`config.mk`:
```
export PLATFORM = sky130hd
export DESIGN_NAME = lfch_ram
export DESIGN_NICKNAME = d
export VERILOG_FILES = /design/src/hdl/lfch_ram.sv
export SDC_FILE = /design/constraint.sdc
export NUM_CORES = 1
export LEC_CHECK = 0
export CORE_UTILIZATION = 60
export CTS_CLUSTER_DIAMETER = 80
export DETAILED_ROUTE_END_ITERATION = 10
export DONT_BUFFER_PORTS = 1
export PLACE_DENSITY = 0.76
export SETUP_SLACK_MARGIN = 0.05
export SYNTH_ARGS = -nofsm -noshare
export SYNTH_HDL_FRONTEND = slang
export SYNTH_SLANG_ARGS = --single-unit
```
`constraint.sdc`:
```
create_clock -name clk_i -period 2.1 [get_ports clk_i]
set_clock_uncertainty 0.05 [all_clocks]
set_input_delay 0.42 -clock clk_i [delete_from_list [all_inputs] [get_ports clk_i]]
set_output_delay 0.42 -clock clk_i [all_outputs]
set_load 0.005 [all_outputs]
```
`src/hdl/lfch_ram.sv`:
```
`timescale 1ns / 1ps
`default_nettype none
// ----------------------------------------------------------------------------
// lfch_ram
// single-port synchronous ram, registered read
// ----------------------------------------------------------------------------
module lfch_ram #(
  parameter int unsigned WIDTH = 8,
  parameter int unsigned DEPTH = 16
) (
  input  wire logic                     clk_i,
  input  wire logic                     we_i,
  input  wire logic [$clog2(DEPTH)-1:0] addr_i,
  input  wire logic [WIDTH-1:0]         wdata_i,
  output      logic [WIDTH-1:0]         rdata_o
);

  logic [WIDTH-1:0] mem_q [DEPTH];

  always_ff @(posedge clk_i) begin
    if (we_i) begin
      mem_q[addr_i] <= wdata_i;
    end
    rdata_o <= mem_q[addr_i];
  end

endmodule
`default_nettype wire

```
# Word-level counts from Yosys, hierarchy flattened
# Memories as Yosys holds them, arrays and structs flattened. A register that Yosys moved wholly into a read port is not among the register bits.
# Cells that the tools add are included.
# Widths: inputs -> output; s select.
# op_classes
n_bitwise,0
shifts,0
div_mod_pow,0
mux,2
magnitude_cmp,0
multipliers,0
reduce_logical,0
add_sub_neg,0
eq_ne,0
# op_table
cell,count
$mux 1,2
# totals
ramBits,128
regBits,0
latch_bits,0
input_bits,14
rom_bits,0
n_memories,1
# memory_table
name,depth,width,read_ports,rd_clocked_by_memory_dff,write_ports,line_no,rtl
mem_q,16,8,1,1,1,18,logic [WIDTH-1:0] mem_q [DEPTH];

# Depth between registers and ports, before layout
# depth
depth_word,2
depth_mapped,5

# Worst setup path before layout
# OpenSTA, ideal clock, no wires.
# synth_timing
path_kind,in2reg
startpoint,in addr_i[2]
endpoint,"mem mem_q[0][0], enable pin"
setup_ps,383
t_required_ps,1667
slack_ps,137
path_stages,2
arrival_ps,1530
path_buffers,0
path_cell_list,or3b_2 > nor3_1
# synth_rtl
element,line_no,rtl
from (decl),13,"input wire logic [$clog2(DEPTH)-1:0] addr_i,"
to (decl),18,
# Straight into the memory's write port.

==> results.toml <==
[clock_network]
cts_tree = "yes"
path_clk_slew_ps = 60
postCtsResizedCells = 0
cts_root_buffer = "clkbuf_8"
clock_latency_ps = 510
cts_max_path_buffers = 2
cts_sinks = 136
cts-hold-fix-buffers = 8
cts_made_buffers = 17
htree_levels = 4
postCtsSetupRepairBufs = 0

[global_routing]
grt_use_total = 0.2386
grt_max_degree = 40
grt-ovfl-total = 0
first_global_vias = 2395
grt_pass1_wl_microns = 14030
antenna_found_initial = 1

[sta]
layout_min_cycle_time_ps = 1430
max_freq_mhz = 699.3
rsz0062_at_grt = "false"
hold_viol = 0
slew_violations = 0
setup_viol = 0
min_period_over_period = 0.6809
max_slew_margin = 0.6161
finalSetupTns_ps = 0
fin_hold_ws_ps = 166.5
max_slew.worst_pin.slew_ps = 573.9

[place]
hpwl_microns = 5455
io_buffer_count = 0
dp_cells = 344
place.gp.congestion = 0.8411

[logic_synthesis]
synth_edf_count = 128
synth-main-ff-cell = "edfxtp_1"
synth.most_common_cell = "edfxtp_1"
synth_area_sq_um = 5067
yosys-top-cells-area = "edfxtp_1, mux4_2, dfxtp_1"
synth_cell_type_count = 18
yosys.area.top_type = "edfxtp_1"
syn_nets = 244
synth_seq_area_share = 0.7901
synth_seq_cells = 136
synth_common_cells = "edfxtp_1, mux4_2, a22oi_1, nor2_1, nand2_1"
syn_avg_cell_area_sq_um = 22.03
syn_inst = 230
yosys_warnings = 0
synth_top_area_share = 0.7585
async_flop_share = 0

[final_layout]
multiInputGateArea_sq_um = 1003
drive_above_1_share = 0.2867
fin_util = 0.7216
register_area_sq_um = 4004
synthToLayoutAreaGrowth_pct = 16.42
stdcell_count = 385
nets = 280
fillers = 475

[route]
initialDrtViolationCount = 190
ant_nets = 0
drcViolationCount = 0
vias_per_cell = 5.909
wl_microns = 8952
first_pass_iters = 4
routedWlPerCell_microns = 23.25
vias = 2275

[critical_path]
path_delay_family = "multiplexers"
crit_slowest_cell = "mux4_2"
crit_buf_inv = 0
critical_path.max_stage_delay_ps = 470
worst-path-max-fanout = 1
path_cells = "mux4_2 > a22oi_1 > nand2_1"
start_kind = "flop"
critical_path_required_ps = 2440
path_class = "reg -> reg"
worstPathArrival_ps = 1770
worst_setup_path_end_kind = "flop"

[die]
die_x_microns = 93.90
coreArea_sq_um = 8175
placementRows = 33
dieHeight_microns = 93.90
io_pins = 22
die_area_sq_um = 8817
start_util = 0.6198

[run]
maxCapViolCount = 0

[power]
total_power_mw = 5.853
power.leakage_nw = 1.916
power.density_nw_per_um2 = 992.1
ir_drop_v = 0.0007095

[run_status]
status = "completed"

[hold_path]
worst_hold_path_type = "in -> reg"
-- kinds of logic (layout without fill, tap and decap cells) --
| logic type | count (synthesis) | in the layout | share of synthesized area |
|---|---|---|---|
| other | 0 | 1 | 0 |
| AOI/OAI and AO/OA | 16 | 16 | 0.02370 |
| and+or+nand+nor | 35 | 35 | 0.03210 |
| muxes | 32 | 32 | 0.1422 |
| DFF | 136 | 136 | 0.7901 |
| buffers and inverters | 11 | 60 | 0.01185 |
-- metrics by stage --
stage	cell area, sq um	worst slack [ps]
3_3_place_gp	5289	374.6
6_report	5899	670.1
5_1_grt	5899	628.9
3_5_place_dp	5289	341.6
4_1_cts	5897	674.3
2_1_floorplan	5067	137.0
-- final timing paths --
path / start / endpoint / slack (ps) / cells past startpoint
hold reg to reg: mem_q[12][0] / rdata_o[0] / 620 / 3
hold / removal: addr_i[1] / rdata_o[7] / 170 / 3
setup reg to reg: mem_q[3][4] / rdata_o[4] / 670 / 3
setup / recovery: mem_q[3][4] / rdata_o[4] / 670 / 3
-- cell usage in the layout, fill, tap and decap left out, types with 2 or more instances in the layout --
master,count
clkbuf_16,16
nand2_1,9
a22oi_1,16
edfxtp_1,128
nand3b_1,2
mux4_2,32
nor2b_1,2
clkinv_1,4
dlygate4sd3_1,8
nand2b_1,2
buf_4,20
clkinv_4,2
nor2_1,13
nor3_1,4
clkinv_2,2
clkinvlp_4,5
dfxtp_1,8
-- final cells by class --
| cell class | instances | area share |
|---|---|---|
| flip-flops and latches | 136 | 0.6787 |
| multi-input cells | 83 | 0.1701 |
| clock buffers | 18 | 0.07084 |
| repair buffers | 28 | 0.03902 |
| well taps | 105 | 0.02227 |
| clock inverters | 14 | 0.01866 |
| diodes | 1 | 0.0004242 |
-- routing by layer --
| layer | wire, microns | part of all wire | global-route usage |
|---|---|---|---|
| met1 | 3849 | 0.43 | 0.3347 |
| met5 | 0 | 0 | 0 |
| met3 | 651 | 0.073 | 0.08172 |
| met2 | 4363 | 0.49 | 0.3473 |
| met4 | 87 | 0.0097 | 0.09744 |
-- power by group --
part           total, mW  switching, mW  internal, mW
clock network       2.59           1.04          1.55
logic              0.210          0.104         0.106
registers           3.06         0.0200          3.04
-- registers in the layout (all words and copies together), names as in the netlist --
| name | count |
|---|---|
| rdata_o | 8 |
| mem_q | 128 |
-- tightest hold or removal path: stages --
cell and delay, ps:
mux4_2 150, a22oi_1 60, nand2_1 50
Note: power is estimated with default switching activity, not from simulation.
