$ cat src/hdl/lfch_div.sv
`timescale 1ns / 1ps
`default_nettype none
// ----------------------------------------------------------------------------
// lfch_div
// restoring unsigned divider, one quotient bit per cycle
// ----------------------------------------------------------------------------
module lfch_div #(
  parameter int unsigned DVD_W = 112,
  parameter int unsigned DVS_W = 48
) (
  input  wire logic             clk_i,
  input  wire logic             rst_ni,
  input  wire logic             start_i,
  input  wire logic [DVD_W-1:0] dividend_i,
  input  wire logic [DVS_W-1:0] divisor_i,
  output      logic             done_o,
  output      logic [DVD_W-1:0] quotient_o
);

  localparam int unsigned CW = $clog2(DVD_W + 1);

  logic [CW-1:0]    cnt_q;
  logic             busy_q;
  logic [DVD_W-1:0] dvd_q;
  logic [DVS_W-1:0] dvs_q;
  logic [DVS_W-1:0] rem_q;
  logic [DVS_W:0]   trial;
  logic             qbit;

  assign trial      = {rem_q, dvd_q[DVD_W-1]};
  assign qbit       = (trial >= {1'b0, dvs_q});
  assign quotient_o = dvd_q;

  always_ff @(posedge clk_i or negedge rst_ni) begin
    if (!rst_ni) begin
      cnt_q  <= '0;
      busy_q <= 1'b0;
      done_o <= 1'b0;
      dvd_q  <= '0;
      dvs_q  <= '0;
      rem_q  <= '0;
    end else begin
      done_o <= 1'b0;
      if (start_i) begin
        dvd_q  <= dividend_i;
        dvs_q  <= divisor_i;
        rem_q  <= '0;
        cnt_q  <= CW'(DVD_W);
        busy_q <= 1'b1;
      end else if (busy_q) begin
        rem_q <= qbit ? DVS_W'(trial - {1'b0, dvs_q}) : trial[DVS_W-1:0];
        dvd_q <= {dvd_q[DVD_W-2:0], qbit};
        cnt_q <= cnt_q - 1'b1;
        if (cnt_q == CW'(1)) begin
          busy_q <= 1'b0;
          done_o <= 1'b1;
        end
      end
    end
  end

endmodule
`default_nettype wire

$ cat config.mk
export PLATFORM = sky130hd
export DESIGN_NAME = lfch_div
export DESIGN_NICKNAME = d
export VERILOG_FILES = /design/src/hdl/lfch_div.sv
export SDC_FILE = /design/constraint.sdc
export NUM_CORES = 1
export LEC_CHECK = 0
export ABC_AREA = 1
export BUFFER_PORTS_ARGS = -buffer_cell sky130_fd_sc_hd__buf_2
export CAP_MARGIN = 20
export CELL_PAD_IN_SITES_DETAIL_PLACEMENT = 0
export CELL_PAD_IN_SITES_GLOBAL_PLACEMENT = 2
export CORE_ASPECT_RATIO = 1.4
export CORE_MARGIN = 1
export CORE_UTILIZATION = 28
export CTS_CLUSTER_SIZE = 16
export DETAILED_ROUTE_END_ITERATION = 16
export GPL_TIMING_DRIVEN = 0
export PLACE_DENSITY = 0.79
export SLEW_MARGIN = 20
export SYNTH_ARGS = -nofsm -noshare
export SYNTH_HDL_FRONTEND = slang
export SYNTH_SLANG_ARGS = --single-unit
$ cat constraint.sdc
create_clock -name clk_i -period 2 [get_ports clk_i]
set_clock_uncertainty 0.2 [all_clocks]
set_input_delay 0.4 -clock clk_i [delete_from_list [all_inputs] [get_ports clk_i]]
set_output_delay 0.4 -clock clk_i [all_outputs]
set_load 0.02 [all_outputs]
* Word-level counts from Yosys, hierarchy flattened *
Index checks and enable logic that the tools add are counted.
W data, S select, Z words.

storage, ports and cells
  logic and storage cells = 24
  output and inout bits = 113
  input port bits = 163
  flip-flop bits (word level) = 217

cells by class
  add/sub/neg operators = 2
  multiplexer cells = 13
  reductions and logical operators = 1
  order comparisons = 1
  equal/unequal tests = 1

operator list
  cell                   count
  $mux W112              2
  $mux W48               3
  $ge A49 B48 Y1         1
  $sub A48 B48 Y48       1
  $mux W7                2
  $eq A7 B1 Y1 const B   1
  $sub A7 B1 Y7 const B  1
  $mux W1                6
  $reduce_bool A2 Y1     1

* Longest topological paths before layout *
  word-level depth = 4
  gate-level depth with buffers = 18
  mapped depth without buffers = 18

* Least setup slack after synthesis *
OpenSTA, ideal clock, no wires.

  path type = register -> register
  start = register dvd_q[111] (netlist: quotient_o[111])
  end = register rem_q[28]
  path buffers = 0
  library setup time = 0.118 ns
  slack = -0.339 ns
  stages on the path, launching flop included = 18
  data required time = 1.682 ns
  period minus slack after synthesis = 2.339 ns
  arrival = 2.021 ns
  cells stage by stage = dfrtp_1 inv_1 ha_1 fa_1 inv_1 nand2_1 nand2_1 nand3_1 nand2_1 nand2_1 nand2_1 nand2_1 nand2_1 nand2_1 nand2_1 nand2_1 nand3_1 nand2_1

between the ends
  word-level cells in the longest chain between the ends = 4
  elaborated cells on any way between the ends = 5
  classes of those cells = 1 x add/sub; 1 x order compare; 3 x mux

ends and longest elaborated chain
  what                                                line    RTL
  start: declaration                                  24      logic [DVD_W-1:0] dvd_q;
  start signal: assignment                            45      dvd_q <= dividend_i;
  start signal: assignment                            52      dvd_q <= {dvd_q[DVD_W-2:0], qbit};
  $sub A48 B48 Y48 or $ge A49 B48 Y1 (tied branches)  51, 31
  $mux W48 (*)                                        51      rem_q <= qbit ? DVS_W'(trial - {1'b0, dvs_q}) : trial[DVS_W-1:0];
  $mux W48 (*)                                        50      end else if (busy_q) begin
  $mux W48 (*)                                        44      if (start_i) begin
  end signal: assignment                              51
  end: declaration                                    26      logic [DVS_W-1:0] rem_q;

Every way passes the cells marked *; elsewhere a longest branch is shown, timed or not. The select of a mux whose other input is x is not followed.
A chain may end at the register's enable or synchronous reset.

* Worst setup path in the final report *
  start = register rem_q[17]
  end = register rem_q[9]

between the ends
  word-level cells in the longest chain between the ends = 4

ends and longest elaborated chain
  what            line  RTL
  $ge A49 B48 Y1  31    assign qbit = (trial >= {1'b0, dvs_q});
  $mux W48        51
  $mux W48        50
  $mux W48        44

Every way passes these cells. The select of a mux whose other input is x is not followed.

==> results_dict.tcl <==
set metrics [dict create \
    first_global_vias 15790 \
    dp_slack_ns -1.18 \
    rsz0062_at_grt "yes" \
    clockBufferDepth 3 \
    avgSynthCellArea_sq_um 6.83 \
    num_antenna_cells 0 \
    drtAntennaViolNets 0 \
    ios 276 \
    die-area_sq_um 50100 \
    cts_root_buf "clkbuf_16" \
    worst_ep_required_time_ns 2.24 \
    grt_pass1_wl_um 88300 \
    synth_common_cells "nand2_1 (817), inv_1 (352), dfrtp_1 (217)" \
    powerDensity_nw_per_um2 612 \
    synth_area_sq_um 13800 \
    syn_nets 2232 \
    ys_ff_latch 217 \
    hold_viol 0 \
    dr.first_iter.drc_count 619 \
    worstHoldPathType "input port to flip-flop" \
    yosys_warnings 0 \
    initial_utilization 0.286 \
    worst_slew_pin_slew_ns 0.827 \
    grt-ovfl-total 0 \
    grt_max_degree 91 \
    antenna_found_initial 0 \
    finalCritPeriodShare 1.23 \
    violations "setup timing" \
    setup_viol 49 \
    clk_pin_slew_worst_paths_ns 0.06 \
    final_nets 2809 \
    fp.dieW_um 189 \
    final_cell_area_sq_um 21200 \
    ys_types 38 \
    cts_num_sinks 217 \
    yosysMostFrequentCell "nand2_1" \
    dp_hpwl_um 44600 \
    critPathArrivalTime_ns 2.70 \
    ys_seq_area_frac 0.394 \
    wl_um 57400 \
    status "finished, violations left" \
    async_reset_ff_frac 1.00 \
    cts_tree "yes" \
    slew_violations 0 \
    syn_inst 2018 \
    netlist_top_cells_area "dfrtp_1 (39%), nand2_1 (22%), inv_1 (9.6%)" \
    design.core.area_sq_um 48300 \
    cts_made_buffers 24 \
    post-route-min-period_ns 2.46 \
    vdd_drop_max_mv 0.589 \
    via_count 14908 \
    rows 95 \
    htreeDepth 1 \
    slew_headroom 0.449 \
    cp-end-kind "flip-flop" \
    p_leak_nw 11.2 \
    first_pass_iters 6 \
    grt_use_total 0.229 \
    place_congestion 0.885 \
    routed_via_density 4.60 \
    ys.flop_type "dfrtp_1" \
    cp-start-kind "flip-flop" \
    synth_area_leader_cell "dfrtp_1" \
    placed_area_sq_um 16600 \
    power_mw 13.0 \
    critical_path_class "flip-flop to flip-flop" \
    fmax_ghz 0.406 \
    area_delta_synth_final_pct 53.8 \
    drc 0 \
    die_h_um 264 \
    layout_setup_ws_ns -0.463 \
    drv_cap 0 \
    clock_insertion_delay_worst_skew_ns 0.55 \
    worst-path-max-fanout 7 \
    synth_edf_count 0 \
    yosys.area.top_type_share 0.394 \
    fin_util 0.439 \
    io_buffer_count 275 \
    drive_gt1_frac 0.310 \
    wl_per_cell_um 17.7 \
]
-- power breakdown --
group / leakage, nW / switching, mW / internal, mW / total, mW
Combinational: 8.10 / 1.84 / 1.24 / 3.08
Clock: 0.424 / 1.94 / 2.96 / 4.90
Sequential: 2.72 / 0.250 / 4.74 / 5.00
Total: 11.2 / 4.03 / 8.94 / 13.0
-- final timing paths --
check,startpoint,cells past startpoint,slack (ns),endpoint
max in group asynchronous,rst_ni,3,0.51,quotient_o[111]
hold / removal,dividend_i[34],3,0.06,quotient_o[34]
hold reg to reg,cnt_q[5],1,0.31,cnt_q[5]
setup reg to reg,rem_q[17],15,-0.46,rem_q[9]
min in group asynchronous,rst_ni,2,0.17,quotient_o[15]
setup / recovery,rem_q[17],15,-0.46,rem_q[9]
-- layout by cell type (no fill, tap or decap), types with 21 or more instances in the layout --
cell	instances
clkbuf_1	44
inv_2	67
buf_4	105
ha_4	47
a21oi_1	36
nand2_4	43
clkbuf_16	26
inv_1	294
dfrtp_1	216
nor2_1	65
nand3_1	66
nand2_2	111
nand2_1	668
nor2_4	24
buf_2	276
nand3_2	27
nand3b_1	26
a22oi_1	21
o211ai_1	40
o21ai_0	69
o221ai_1	49
dlygate4sd3_1	160
-- final cells by class --
| type | count | area, sq um |
|---|---|---|
| inverter | 364 | 1370 |
| multi-input combinational | 1368 | 8300 |
| tap | 630 | 788 |
| fill | 5089 | 27100 |
| timing repair buffer | 552 | 4020 |
| sequential | 217 | 5430 |
| clock inverter | 9 | 160 |
| clock buffer | 35 | 702 |
| buffer | 68 | 424 |
-- state kept, by name, summed over array words and instances (netlist names) --
name and count:
done_o 1, dvs_q 48, quotient_o 112, rem_q 48, busy_q 1, cnt_q 7
-- critical path, cell delays in order (launching register included) --
cell and delay [ns]:
dfrtp_1 0.42, ha_4 0.32, nand2_2 0.09, nor2_4 0.14, nand2_4 0.11, nor2_2 0.13, nand2_1 0.07, nand3_2 0.09
nor2_4 0.04, buf_6 0.12, nand2_8 0.10, buf_12 0.16, clkbuf_16 0.17, nand2_2 0.05, nand3_2 0.06, nand2_1 0.06
-- through the flow --
stage	TNS, ns	hold WS [ns]	instances
detailed placement	-178.40	0.181	2925
finish	-18.81	0.0622	3243
floorplan	-5.10	-0.0956	2018
global placement	-988.78	0.283	2923
CTS	-21.17	0.0430	3195
global route	-24.99	0.0419	3243
-- cell families after synthesis --
kind of cell,count (synthesis),synth area share
buffers and inverters,433,0.120
AO/OA/AOI/OAI,229,0.110
XOR/XNOR,20,0.0127
adder cells (fa/ha/maj),51,0.0469
AND/OR/NAND/NOR,1068,0.316
flip-flops,217,0.394
-- timing repair --
| item | 4_1_cts | 5_1_grt |
|---|---|---|
| hold buffers | 160 | 0 |
| pin swaps | 57 | 95 |
| endpoints found under the setup margin | 211 | 65 |
| resized for setup | 186 | 197 |
| hold endpoints to repair | 216 | 0 |
| buffers inserted | 63 | 48 |
| gates cloned | 3 | 2 |
-- per-layer routing --
layer / global-route usage / vias up / wire (um) / part of all wire
met2: 0.435 / 373 / 30100 / 0.52
li1: - / 7441 / - / -
met5: 0 / - / 0 / 0
met3: 0.0412 / 101 / 2960 / 0.052
met4: 0.0987 / 0 / 2750 / 0.048
met1: 0.243 / 6993 / 21600 / 0.38
Note: power is estimated with default switching activity, not from simulation.
